[src/hdl/sine_oscillator_bank_mixer_macros.svh]
// Assertion macros for the sine oscillator bank mixer, clocked on i_clk, reset by i_rst_n.
`ifndef SINE_OSCILLATOR_BANK_MIXER_MACROS_SVH
`define SINE_OSCILLATOR_BANK_MIXER_MACROS_SVH

// Consequent must hold in the same cycle as the antecedent.
`define SOBM_ASSERT_NOW(label, ante, cons) \
    label: assert property (@(posedge i_clk) disable iff (!i_rst_n) (ante) |-> (cons)) \
        else $error("sobm assertion failed");

// Consequent must hold in the cycle after the antecedent.
`define SOBM_ASSERT_NEXT(label, ante, cons) \
    label: assert property (@(posedge i_clk) disable iff (!i_rst_n) (ante) |=> (cons)) \
        else $error("sobm assertion failed");

`endif

[src/hdl/sobm_pkg.sv]
// Shared types, constants and the quarter-wave sine table of the oscillator bank.
package sobm_pkg;

    localparam int OSC_COUNT       = 12;
    localparam int SINE_TABLE_BITS = 10;

    localparam int QUARTER = 1 << (SINE_TABLE_BITS - 2);
    localparam int QA_W    = SINE_TABLE_BITS - 1;
    localparam int CNT_W   = (OSC_COUNT > 1) ? $clog2(OSC_COUNT) : 1;
    localparam int CH_W    = $clog2(OSC_COUNT + 1);

    // mean: sum width, reciprocal shift and reciprocal constant
    localparam int SUM_W   = 16 + $clog2(OSC_COUNT);
    localparam int DIV_K   = SUM_W + 2 * $clog2(OSC_COUNT);
    localparam int RECIP_W = DIV_K - $clog2(OSC_COUNT) + 1;
    localparam logic [63:0] RECIP_FULL = ((64'd1 << DIV_K) + 64'(OSC_COUNT) - 64'd1)
                                         / 64'(OSC_COUNT);
    localparam logic [RECIP_W-1:0] RECIP = RECIP_FULL[RECIP_W-1:0];
    localparam int PROD_W  = SUM_W + RECIP_W;

    localparam int CFG_DATA_W = 32;

    typedef logic [1:0] t_cfg_idx;
    localparam t_cfg_idx CFG_BASE_STEP = 2'd0;
    localparam t_cfg_idx CFG_FREQ_GAIN = 2'd1;
    localparam t_cfg_idx CFG_AMP_GAIN  = 2'd2;

    localparam logic REQ_TICK = 1'b0;
    localparam logic REQ_LOAD = 1'b1;

    localparam logic [31:0] BASE_STEP_RST = 32'd4473924;
    localparam logic signed [12:0] FREQ_GAIN_RST = 13'sd256;
    localparam logic [15:0] AMP_GAIN_RST = 16'd32768;

    typedef struct packed {
        logic signed [23:0] freq_ofs;
        logic signed [15:0] amp_ofs;
    } t_ofs;

    typedef struct packed {
        logic [31:0] phase;
        t_ofs        ofs;
    } t_osc;

    typedef struct packed {
        logic rot;
        logic load;
        logic smp_shift;
    } t_cell_ctl;

    typedef struct packed {
        logic clr;
        logic add;
        logic start;
    } t_mean_ctl;

    typedef enum logic [2:0] {
        S_IDLE,
        S_RUN,
        S_DRAIN,
        S_MEAN,
        S_AVG,
        S_SMP
    } t_state;

    localparam logic [63:0] TWO_PI_Q30 = 64'd6746518852;
    localparam logic [63:0] ONE_Q30    = 64'd1 << 30;

    typedef logic [QUARTER:0][15:0] t_qsine;

    // quarter wave from a fixed-point Taylor series, evaluated at elaboration
    function automatic t_qsine build_qsine();
        t_qsine      tab;
        logic [63:0] theta;
        logic [63:0] t2;
        logic [63:0] p;
        logic [63:0] s;
        logic [63:0] q;
        for (int r = 0; r <= QUARTER; r++) begin
            theta = (64'(r) * TWO_PI_Q30) >> SINE_TABLE_BITS;
            t2    = (theta * theta) >> 30;
            p     = ONE_Q30;
            p     = ONE_Q30 - (((t2 * p) >> 30) / 64'd110);
            p     = ONE_Q30 - (((t2 * p) >> 30) / 64'd72);
            p     = ONE_Q30 - (((t2 * p) >> 30) / 64'd42);
            p     = ONE_Q30 - (((t2 * p) >> 30) / 64'd20);
            p     = ONE_Q30 - (((t2 * p) >> 30) / 64'd6);
            s     = (theta * p) >> 30;
            q     = (s + 64'd16384) >> 15;
            if (q > 64'd32767) begin
                q = 64'd32767;
            end
            tab[r] = q[15:0];
        end
        return tab;
    endfunction

    localparam t_qsine SINE_Q = build_qsine();

endpackage

[src/hdl/sobm_cell.sv]
// One oscillator cell: phase, offsets and a sample slot, each shifting to the neighbor.
module sobm_cell (
    input  logic               i_clk,
    input  logic               i_rst_n,
    input  sobm_pkg::t_cell_ctl i_ctl,
    input  sobm_pkg::t_osc     i_next,
    input  sobm_pkg::t_ofs     i_load,
    input  logic signed [15:0] i_smp_next,
    output sobm_pkg::t_osc     o_osc,
    output logic signed [15:0] o_smp
);
    import sobm_pkg::*;

    t_osc               r_osc;
    logic signed [15:0] r_smp;

    always_ff @(posedge i_clk) begin
        if (!i_rst_n) begin
            r_osc <= '0;
        end else if (i_ctl.load) begin
            r_osc.ofs <= i_load;
        end else if (i_ctl.rot) begin
            r_osc <= i_next;
        end
    end

    always_ff @(posedge i_clk) begin
        if (i_ctl.smp_shift) begin
            r_smp <= i_smp_next;
        end
    end

    assign o_osc = r_osc;
    assign o_smp = r_smp;
endmodule

[config.mk]
export PLATFORM = sky130hd
export DESIGN_NAME = sobm_cell
export DESIGN_NICKNAME = d
export VERILOG_FILES = /design/src/hdl/sine_oscillator_bank_mixer_macros.svh /design/src/hdl/sobm_pkg.sv /design/src/hdl/sobm_cell.sv
export SDC_FILE = /design/constraint.sdc
export NUM_CORES = 1
export LEC_CHECK = 0
export BUFFER_PORTS_ARGS = -buffer_cell sky130_fd_sc_hd__buf_2
export CORE_MARGIN = 1.5
export CORE_UTILIZATION = 45
export DETAILED_ROUTE_END_ITERATION = 16
export GPL_ROUTABILITY_DRIVEN = 0
export HOLD_SLACK_MARGIN = 0.03
export PLACE_DENSITY = 0.85
export RECOVER_POWER = 25
export SYNTH_ARGS = -nofsm -noshare
export SYNTH_HDL_FRONTEND = slang
export SYNTH_SLANG_ARGS = --single-unit
[constraint.sdc]
create_clock -name i_clk -period 2.5 [get_ports i_clk]
set_input_delay 0.125 -clock i_clk [delete_from_list [all_inputs] [get_ports i_clk]]
set_output_delay 0.125 -clock i_clk [all_outputs]
set_load 0.02 [all_outputs]
[After elaboration in Yosys (flattened, before gate mapping)]
Index checks and enable logic that the tools add are counted.
Word-level totals
  register bits: 88
  logic and storage cells: 9
Operators by class
  multiplexer cells: 2
  bitwise logic cells: 1
  reductions and logical operators: 2
Operators by type and width (number)
  $mux 40: 2
  $reduce_and 2->1: 1
  $reduce_bool 2->1: 1
  $not 1->1: 1

[Logic depth before layout (Yosys ltp)]
  depth after elaboration: 2
  gate-level depth with buffers: 6
  mapped depth without buffers: 3

[Least setup slack after synthesis]
Ideal clock, no wire load.
  path type: input-to-reg
  from: input port i_ctl[2] (netlist name)
  to: register r_osc (netlist bit o_osc[40])
  library setup time: 116 ps
  arrival: 766 ps
  required time: 2384 ps
  path slack: 1618 ps
  stages: 6
  buffers on the path: 3
  path through: buf_2 -> and2b_1 -> buf_4 -> buf_6 -> nand2_1 -> a21boi_1
Between the ends
  word-level cells in the longest chain between the ends: 1
Ends and longest elaborated chain
  start: declaration: line sobm_cell.sv:5  | input sobm_pkg::t_cell_ctl i_ctl,
  $reduce_and 2->1 (no source line)
  end signal: assignment: line sobm_cell.sv:23  | r_osc <= i_next;
  end: declaration: line sobm_cell.sv:14  | t_osc r_osc;
Every way passes these cells.
A chain may end at the register's enable or synchronous reset.

[Worst setup path after layout]
  from: input port i_ctl[2] (netlist name)
  to: register r_osc (netlist bit o_osc[37])
Between the ends
  word-level cells in the longest chain between the ends: 1
Ends and longest elaborated chain
  $reduce_bool 2->1 (no source line)
Every way passes these cells.

==> impl_metrics.py <==
metrics = {
    "run_status": {
        "status": "completed",
    },
    "global_route": {
        "overflow": 0,
        "grt_pass1_wl_um": 14500,
        "grt_max_degree": 81,
        "grt_pass1_vias": 3255,
        "antenna_found_initial": 0,
        "groute.usage.overall_pct": 23.9,
    },
    "cells_and_area": {
        "fin_nets": 728,
        "finish.utilization_pct": 71.7,
        "fin_cells": 699,
        "antennaDiodeCount": 0,
        "area_growth_pct": 54.2,
        "layout_commonest_cell": "buf_2",
        "drive_above_1_share_pct": 36.3,
        "final_cell_mix": "198 x buf_2, 72 x dfxtp_1, 64 x nand2_1, 54 x dlygate4sd3_1",
    },
    "place": {
        "preCtsSetupSlack_ps": 969,
        "dpl.hpwl_um": 6310,
        "io_buffers": 220,
        "placed_cells": 629,
    },
    "hold_path": {
        "hp-class": "input pin to register",
    },
    "setup_path": {
        "setup.worst_path.start_class": "input pin",
        "slowest_stage": "clkbuf_2",
        "slowest_delay_ps": 1010,
        "worstSetupEndpointType": "register",
        "cp_top_family": "buffers and inverters",
        "critPathBufInv": 2,
        "crit_fanout": 40,
        "path_class": "input pin to register",
        "path_cells": "clkbuf_1, clkbuf_2, mux2i_1, a21oi_1",
        "cp.arrival_ps": 1760,
        "critPathRequiredTime_ps": 2700,
    },
    "die": {
        "ios": 221,
        "die_x_um": 89.6,
        "start_util_pct": 46.5,
        "die_h_um": 89.6,
        "dieArea_sq_mm": 0.00802,
        "core-area_sq_mm": 0.00725,
        "num_rows": 31,
    },
    "routing": {
        "first_pass_iters": 4,
        "wl_per_cell_um": 14.9,
        "via_per_inst": 4.95,
        "vias": 3460,
        "detail-route-antenna-nets": 0,
        "routed_wirelength_um": 10400,
        "drc": 0,
        "first_iter_violations": 99,
    },
    "cts": {
        "post_cts_buffers": 0,
        "cts_resized": 0,
        "cts_buffers": 9,
        "clkLatencyLatePin_ps": 350,
        "cts_buffer_depth": 2,
        "root_buffer": "clkbuf_8",
        "cts_sinks": 88,
        "cts_tree": "yes",
        "htree_levels": 3,
        "path_clk_slew_ps": 90,
    },
    "power_and_ir_drop": {
        "clockPowerShare_pct": 33.7,
        "p_total_mw": 3.26,
        "p_switching_mw": 0.885,
        "p_per_area_mw_per_mm2": 627,
        "intPower_mw": 2.38,
        "leakage_nw": 2.48,
        "seq_power_share_pct": 48.5,
        "p_sw_share_pct": 27.1,
        "power_frac_comb_pct": 17.8,
        "peakVddDrop_mv": 0.420,
    },
    "synthesis": {
        "synth_warnings": 0,
        "synth_edf_count": 16,
        "syn-cell-area_sq_mm": 0.00337,
        "synth.area.top_cells": "dfxtp_1 43%, edfxtp_1 14%, mux2i_1 12%",
        "avgSynthCellArea_sq_um": 10.1,
        "synth_top_area_share_pct": 42.7,
        "syn_nets": 468,
        "synth_ff_type": "dfxtp_1",
        "async_reset_ff_share_pct": 0,
        "synth_top_area_cell": "dfxtp_1",
        "ys_seq_elements": 88,
        "yosysUniqueCellTypes": 17,
        "yosysSeqAreaShare_pct": 57.0,
        "syn_inst": 335,
    },
    "sta": {
        "fmax_ghz": 0.642,
        "hold_viol": 0,
        "worstMarginPinSlew_ps": 1320,
        "min_period_ps": 1560,
        "fin_tns_setup_ps": 0,
        "slew_headroom_pct": 12.2,
        "period_share_pct": 62.3,
        "fin_skew_ps": 0,
        "fin_ws_ps": 942,
        "setup_viol": 0,
        "rsz0062_at_grt": "false",
        "slew_viol_final": 0,
    },
    "run": {
        "max_cap_viol_count": 0,
    },
}
-- through the flow --
stage	area, sq um	hold WS (ps)
2_1_floorplan	3370	224
3_3_place_gp	4470	301
3_5_place_dp	4470	303
4_1_cts	5230	30.4
5_1_grt	5200	41.5
6_report	5200	45.4
-- sequential cells by signal, indices dropped and copies added (netlist names) --
| signal | flops |
|---|---|
| o_osc | 72 |
| o_smp | 16 |
-- synth_stat cells, types with 3 or more instances --
cell type  number
clkbuf_1       15
edfxtp_1       16
buf_6           3
dfxtp_1        72
a21oi_1        40
mux2i_1        40
a21boi_1       30
buf_4           5
buf_2           4
o21ai_1         7
o21ai_0        33
nand2_1        64
-- path summary, 6_finish.rpt --
kind / from / endpoint / slack [ps] / cells past startpoint
max reg2reg: o_osc[37] / o_osc[37] / 1760 / 2
max: i_ctl[2] / o_osc[37] / 940 / 4
min reg2reg: o_osc[52] / o_osc[52] / 460 / 2
min: i_load[25] / o_osc[25] / 50 / 3
-- cell families (layout without fill, tap and decap cells) --
family,Yosys count,count (layout),synth area share [%]
compound gates,112,112,19.0
simple gates,66,66,7.53
buf+inv,29,294,4.64
flops,88,88,57.0
mux,40,40,11.9
-- metal layers --
metal / global-route usage, % / part of all wire [%]
met1: 23.9 / 37
met2: 44.5 / 50
met3: 6.40 / 8.4
met4: 13.4 / 4.0
met5: 0 / 0
-- power by group through the flow --
stage,registers [mW],logic (mW),clock network (mW)
global placement,1.60,0.497,0
finish,1.58,0.582,1.10
global route,1.59,0.630,1.19
CTS,1.58,0.577,1.13
detailed placement,1.61,0.512,0
floorplan,1.73,0.175,0
-- what timing repair did --
action / CTS / global route
hold endpoints to repair: 54 / 0
setup endpoints to repair: 0 / 0
hold buffers: 54 / 0
-- area by class of cell --
type	instances	area (sq um)
inverter	1	3.75
clock inverter	7	100
fill	521	2050
sequential	88	1920
tap	99	124
multi-input combinational	218	1290
timing repair buffer	277	1630
clock buffer	9	124
-- tightest hold or removal path, stage by stage --
cell and delay (ps):
buf_2 70, o21ai_0 60, a21oi_1 100
No activity file was read; power rests on OpenSTA's default activity.
