--- src/hdl/sine_oscillator_bank_mixer_macros.svh ---
// Assertion macros for the sine oscillator bank mixer, clocked on i_clk, reset by i_rst_n.
`ifndef SINE_OSCILLATOR_BANK_MIXER_MACROS_SVH
`define SINE_OSCILLATOR_BANK_MIXER_MACROS_SVH

// Consequent must hold in the same cycle as the antecedent.
`define SOBM_ASSERT_NOW(label, ante, cons) \
    label: assert property (@(posedge i_clk) disable iff (!i_rst_n) (ante) |-> (cons)) \
        else $error("sobm assertion failed");

// Consequent must hold in the cycle after the antecedent.
`define SOBM_ASSERT_NEXT(label, ante, cons) \
    label: assert property (@(posedge i_clk) disable iff (!i_rst_n) (ante) |=> (cons)) \
        else $error("sobm assertion failed");

`endif

--- src/hdl/sobm_pkg.sv ---
// Shared types, constants and the quarter-wave sine table of the oscillator bank.
package sobm_pkg;

    localparam int OSC_COUNT       = 12;
    localparam int SINE_TABLE_BITS = 10;

    localparam int QUARTER = 1 << (SINE_TABLE_BITS - 2);
    localparam int QA_W    = SINE_TABLE_BITS - 1;
    localparam int CNT_W   = (OSC_COUNT > 1) ? $clog2(OSC_COUNT) : 1;
    localparam int CH_W    = $clog2(OSC_COUNT + 1);

    // mean: sum width, reciprocal shift and reciprocal constant
    localparam int SUM_W   = 16 + $clog2(OSC_COUNT);
    localparam int DIV_K   = SUM_W + 2 * $clog2(OSC_COUNT);
    localparam int RECIP_W = DIV_K - $clog2(OSC_COUNT) + 1;
    localparam logic [63:0] RECIP_FULL = ((64'd1 << DIV_K) + 64'(OSC_COUNT) - 64'd1)
                                         / 64'(OSC_COUNT);
    localparam logic [RECIP_W-1:0] RECIP = RECIP_FULL[RECIP_W-1:0];
    localparam int PROD_W  = SUM_W + RECIP_W;

    localparam int CFG_DATA_W = 32;

    typedef logic [1:0] t_cfg_idx;
    localparam t_cfg_idx CFG_BASE_STEP = 2'd0;
    localparam t_cfg_idx CFG_FREQ_GAIN = 2'd1;
    localparam t_cfg_idx CFG_AMP_GAIN  = 2'd2;

    localparam logic REQ_TICK = 1'b0;
    localparam logic REQ_LOAD = 1'b1;

    localparam logic [31:0] BASE_STEP_RST = 32'd4473924;
    localparam logic signed [12:0] FREQ_GAIN_RST = 13'sd256;
    localparam logic [15:0] AMP_GAIN_RST = 16'd32768;

    typedef struct packed {
        logic signed [23:0] freq_ofs;
        logic signed [15:0] amp_ofs;
    } t_ofs;

    typedef struct packed {
        logic [31:0] phase;
        t_ofs        ofs;
    } t_osc;

    typedef struct packed {
        logic rot;
        logic load;
        logic smp_shift;
    } t_cell_ctl;

    typedef struct packed {
        logic clr;
        logic add;
        logic start;
    } t_mean_ctl;

    typedef enum logic [2:0] {
        S_IDLE,
        S_RUN,
        S_DRAIN,
        S_MEAN,
        S_AVG,
        S_SMP
    } t_state;

    localparam logic [63:0] TWO_PI_Q30 = 64'd6746518852;
    localparam logic [63:0] ONE_Q30    = 64'd1 << 30;

    typedef logic [QUARTER:0][15:0] t_qsine;

    // quarter wave from a fixed-point Taylor series, evaluated at elaboration
    function automatic t_qsine build_qsine();
        t_qsine      tab;
        logic [63:0] theta;
        logic [63:0] t2;
        logic [63:0] p;
        logic [63:0] s;
        logic [63:0] q;
        for (int r = 0; r <= QUARTER; r++) begin
            theta = (64'(r) * TWO_PI_Q30) >> SINE_TABLE_BITS;
            t2    = (theta * theta) >> 30;
            p     = ONE_Q30;
            p     = ONE_Q30 - (((t2 * p) >> 30) / 64'd110);
            p     = ONE_Q30 - (((t2 * p) >> 30) / 64'd72);
            p     = ONE_Q30 - (((t2 * p) >> 30) / 64'd42);
            p     = ONE_Q30 - (((t2 * p) >> 30) / 64'd20);
            p     = ONE_Q30 - (((t2 * p) >> 30) / 64'd6);
            s     = (theta * p) >> 30;
            q     = (s + 64'd16384) >> 15;
            if (q > 64'd32767) begin
                q = 64'd32767;
            end
            tab[r] = q[15:0];
        end
        return tab;
    endfunction

    localparam t_qsine SINE_Q = build_qsine();

endpackage

--- src/hdl/sobm_mean.sv ---
// Sample accumulator and truncating divide by the oscillator count via a reciprocal multiply.
module sobm_mean (
    input  logic               i_clk,
    input  logic               i_rst_n,
    input  sobm_pkg::t_mean_ctl i_ctl,
    input  logic signed [15:0] i_smp,
    output logic               o_done,
    output logic signed [15:0] o_avg
);
    import sobm_pkg::*;

    logic signed [SUM_W-1:0] r_sum;
    logic [SUM_W-1:0]        r_mag;
    logic [PROD_W-1:0]       r_prod;
    logic                    r_neg1;
    logic                    r_neg2;
    logic signed [15:0]      r_avg;
    logic                    r_v1;
    logic                    r_v2;
    logic                    r_v3;
    logic [15:0]             quot;

    assign quot = r_prod[DIV_K +: 16];

    always_ff @(posedge i_clk) begin
        if (i_ctl.clr) begin
            r_sum <= '0;
        end else if (i_ctl.add) begin
            r_sum <= r_sum + SUM_W'(i_smp);
        end
        r_neg1 <= r_sum[SUM_W-1];
        r_mag  <= r_sum[SUM_W-1] ? SUM_W'(-r_sum) : SUM_W'(r_sum);
        r_neg2 <= r_neg1;
        r_prod <= PROD_W'(r_mag) * PROD_W'(RECIP);
        r_avg  <= r_neg2 ? -$signed(quot) : $signed(quot);
    end

    always_ff @(posedge i_clk) begin
        if (!i_rst_n) begin
            r_v1 <= 1'b0;
            r_v2 <= 1'b0;
            r_v3 <= 1'b0;
        end else begin
            r_v1 <= i_ctl.start;
            r_v2 <= r_v1;
            r_v3 <= r_v2;
        end
    end

    assign o_done = r_v3;
    assign o_avg  = r_avg;
endmodule

--- config.mk ---
export PLATFORM = sky130hd
export DESIGN_NAME = sobm_mean
export DESIGN_NICKNAME = d
export VERILOG_FILES = /design/src/hdl/sine_oscillator_bank_mixer_macros.svh /design/src/hdl/sobm_pkg.sv /design/src/hdl/sobm_mean.sv
export SDC_FILE = /design/constraint.sdc
export NUM_CORES = 1
export LEC_CHECK = 0
export ABC_AREA = 1
export BUFFER_PORTS_ARGS = -buffer_cell sky130_fd_sc_hd__buf_2
export CORE_UTILIZATION = 54
export DETAILED_ROUTE_END_ITERATION = 6
export GPL_TIMING_DRIVEN = 0
export PLACE_DENSITY = 0.8
export SYNTH_ARGS = -nofsm -noshare
export SYNTH_HDL_FRONTEND = slang
export SYNTH_SLANG_ARGS = --single-unit
--- constraint.sdc ---
create_clock -name i_clk -period 10.3 [get_ports i_clk]
set_clock_uncertainty 0.1 [all_clocks]
set_input_delay 1.545 -clock i_clk [delete_from_list [all_inputs] [get_ports i_clk]]
set_output_delay 1.545 -clock i_clk [all_outputs]
set_load 0.005 [all_outputs]
Yosys cells after proc, flatten, opt, wreduce, memory -nomap -nowiden
Cells that the tools add are included.

Mux-type cells: 2. $add $sub $neg: 3. Multiply operators: 1.

Operators by type and width (count): multiplier 20 x 24 -> 43 bit (second input constant) (1); adder 20 x 16 -> 20 bit (1); negator 20 bit (1); two-way mux 19 bit (1); two-way mux 16 bit (1); negator 16 bit (1).

Word-level logic and storage cells: 16. Input port bits: 21. Bits in registers: 104. Output and inout bits: 17.

Logic depth before layout (Yosys ltp)
Depth after elaboration: 2. Depth in mapped cells: 26. Mapped depth without buffers: 26.

Worst setup path before layout
OpenSTA, ideal clock, no wires.

Path type: reg-to-reg. Start: reg r_mag[14]. End: reg r_prod[33]. Period minus slack after synthesis: 5388 ps. Arrival: 5175 ps. Setup slack: 4912 ps. Required time: 10088 ps. Setup time: 112 ps. Buffers on the path: 0. Cell stages (with the launch flop): 23. Cells stage by stage: dfxtp_1 ha_1 fa_1 inv_1 fa_1 fa_1 inv_1 fa_1 inv_1 fa_1 inv_1 fa_1 ha_1 nand2_1 inv_1 nand2_1 inv_1 a21oi_1 nor2_1 nor2_1 nand2_1 nand2_1 nand2_1.

Word-level cells in the longest chain between the ends: 1.

Ends and longest elaborated chain: from (decl) (line sobm_mean.sv:13) `logic [SUM_W-1:0] r_mag;`; from (signal assigned) (line sobm_mean.sv:32) `r_mag <= r_sum[SUM_W-1] ? SUM_W'(-r_sum) : SUM_W'(r_sum);`; multiplier 20 x 24 -> 43 bit (line sobm_mean.sv:34) `r_prod <= PROD_W'(r_mag) * PROD_W'(RECIP);`; to (signal assigned) (line sobm_mean.sv:34); to (decl) (line sobm_mean.sv:14) `logic [PROD_W-1:0] r_prod;`.

No other way between the ends. A chain may end at the register's enable or synchronous reset.

Final worst setup path
Start: reg r_mag[16]. End: reg r_prod[38].

The elaborated chain is that of the path after synthesis.

==> results_dict.tcl <==
set metrics [dict create \
    report.final.setup_viol 0 \
    crit_path_end_kind "register" \
    cts_sinks 77 \
    synth-seq-area-share_pct 13.5 \
    port_buffers 35 \
    holdBufCountCts 0 \
    crit_path_end "r_prod[38]$_DFF_P_" \
    synth.top_cell.area_share_pct 21.2 \
    cts_resized 0 \
    vias_per_cell 5.06 \
    slew-limit-headroom_pct 57.9 \
    via_count 9656 \
    drt-initial-drc-count 451 \
    syn_inst 1586 \
    status "finished clean" \
    wl_per_cell_um 14.3 \
    nFillCells 1835 \
    avgSynthCellArea_um2 7.21 \
    drv_cap 0 \
    cts_made_buffers 9 \
    postLayoutCellArea_mm2 0.0123 \
    cts.clk_slew.worst_paths_ps 80 \
    grt_overflow 0 \
    reg2reg_depth 21 \
    final_nets 1958 \
    antenna_found_initial 0 \
    critPathArrivalTime_ps 6150 \
    root_buffer "clkbuf_16" \
    netlist_area_mm2 0.0114 \
    crit_start "r_mag[16]$_DFF_P_" \
    r2r_slack_ps 4300 \
    cts_buffer_depth 2 \
    utilization_pct 59.9 \
    gp_congestion 1.01 \
    die_area_mm2 0.0218 \
    dp_hpwl_mm 23.5 \
    yosysUniqueCellTypes 35 \
    clk_latency_ps 360 \
    die_h_um 148 \
    synth_area_leader_cell "fa_1" \
    regArea_mm2 0.00154 \
    synthXorXnorAreaFrac_pct 3.29 \
    rsz0062_at_grt "false" \
    tritoncts "done" \
    drc_errors 0 \
    timing.rr.start "r_mag[16]$_DFF_P_" \
    syn_nets 1912 \
    grt_pass1_wl_mm 45.9 \
    yosys.area_share.simple_pct 23.4 \
    drive_above_1_share_pct 4.83 \
    ys.flop_type "dfxtp_1" \
    ant_nets 0 \
    period_minus_slack_ps 6000 \
    yosysWarningCount 0 \
    synth-compound-area-share_pct 5.03 \
    gr-usage-met3_pct 3.27 \
    grtUsageMet2_pct 49.2 \
    worstPathMaxFanout 4 \
    synth-seq-cells 77 \
    setup-tns-final_ps 0 \
    initial_core_util_pct 55.8 \
    path_class "reg2reg" \
    max_freq_ghz 0.167 \
    die_x_um 148 \
    yosysMostFrequentCell "inv_1" \
    r2r_end "r_prod[38]$_DFF_P_" \
    wl_mm 27.2 \
    pin_count 38 \
    holdCritPathClass "reg2reg" \
    dpl_cell_area_mm2 0.0120 \
    cp.required_ps 10450 \
    tightest_slew_ps 631 \
    cts_setup_buffers 0 \
    synth_mux_area_share_pct 0 \
    period_share_pct 58.2 \
    met1_usage_pct 30.1 \
    synth.area.top_cells "fa_1 21%, ha_1 20%, dfxtp_1 13%" \
    top_usage_layer "met2" \
    hold_viol_final 0 \
    grt_pass1_vias 9992 \
    synth_top_family_by_area "adder cells" \
    firstDrtPassIters 5 \
    final_max_slew_viol_count 0 \
    start_kind "register" \
    ys_top_cells_by_count "398 x inv_1, 385 x nand2_1, 184 x ha_1" \
    antenna_cells 0 \
    grt_usage_pct 26.9 \
    num_rows 52 \
    multi_input_area_mm2 0.00835 \
    core_area_mm2 0.0205 \
    synth_edf_count 0 \
    synthArstFlopShare_pct 0 \
    grt_max_degree 16 \
    htree_levels 3 \
    area_delta_synth_final_pct 7.37 \
    synthAdderAreaFrac_pct 41.3 \
]
## layout make-up
class                           count  share of cell area [%]
Multi-Input combinational cell   1098                    68.0
Sequential cell                    77                    12.5
Inverter                          402                    12.3
Tap cell                          270                    2.75
Clock buffer                        9                    1.83
Timing Repair Buffer               35                    1.43
Clock inverter                      7                   0.856
Buffer                              9                   0.295
## flip-flops by register name, summed over array words and instances, names as in the netlist
| signal | count |
|---|---|
| r_mag | 20 |
| r_sum | 20 |
| o_avg | 16 |
| r_prod | 16 |
| o_done | 1 |
| r_neg1 | 1 |
| r_neg2 | 1 |
| r_v1 | 1 |
| r_v2 | 1 |
## kinds of logic (layout without fill, tap and decap cells)
logic type,after synthesis,after routing
adder cells (fa/ha/maj),305,305
flip-flops,77,77
AND/OR/NAND/NOR,643,643
buffers and inverters,411,462
AO/OA/AOI/OAI,107,107
XOR/XNOR,43,43
## through the flow
step	std cells	hold slack, ps	setup WS, ps
floorplan	1586	210	4910
global placement	1891	213	4400
detailed placement	1891	227	4360
CTS	1907	231	4290
global route	1907	239	3990
finish	1907	227	4300
## cell usage in the layout (no fill, tap or decap), types with 2 or more instances in the layout
cell type  Yosys  layout
inv_1        398     398
nand2_1      385     385
ha_1         184     184
nor2_1       121     121
fa_1         121     121
nand3_1       77      77
dfxtp_1       77      77
a21oi_1       62      62
buf_2          2      37
xor2_1        35      35
o21ai_0       22      22
nand4_1       14      14
nor3_1        13      13
nor2_2         9       9
clkbuf_16      0       9
xnor2_1        8       8
nand2_2        7       7
clkbuf_1       7       7
o21ai_1        6       6
o21bai_1       6       6
nand3b_1       4       4
inv_2          3       3
and2_1         3       3
nor4_1         3       3
a31oi_1        3       3
inv_6          0       3
nor2_4         2       2
o21a_1         2       2
nor3_2         2       2
o31ai_1        2       2
a211oi_1       2       2
bufinv_16      0       2
## layer usage
metal	part of all wire [%]	wire, um
met5	0	0
met4	5.6	1520
met3	3.9	1060
met2	50	13500
met1	41	11200
## worst min path at each step
stage | start | end | slack (ps) | cells past startpoint
2_1_floorplan | r_neg1$_DFF_P_ | r_neg2$_DFF_P_ | 210 | 0
3_3_place_gp | r_neg1$_DFF_P_ | r_neg2$_DFF_P_ | 210 | 0
3_5_place_dp | r_neg1$_DFF_P_ | r_neg2$_DFF_P_ | 230 | 0
4_1_cts | r_neg1$_DFF_P_ | r_neg2$_DFF_P_ | 230 | 0
5_1_grt | r_neg1$_DFF_P_ | r_neg2$_DFF_P_ | 240 | 0
6_report | r_neg1$_DFF_P_ | r_neg2$_DFF_P_ | 230 | 0
## worst max-delay path, stage by stage, from the launching register on
cell and delay [ps]:
dfxtp_1 430, ha_1 310, fa_1 590, inv_1 80, fa_1 610, fa_1 570
inv_1 140, fa_1 560, inv_1 50, fa_1 510, inv_1 70, fa_1 450
ha_1 330, nand2_1 130, nor2_1 190, nand2_1 120, nor2_1 150, nand3_1 190
nand2_1 110, nor2_1 60, nand3_1 60, nand2_1 50
Power is not shown: default switching activity piles up to over one toggle a cycle in this logic, so the estimate is an artifact.
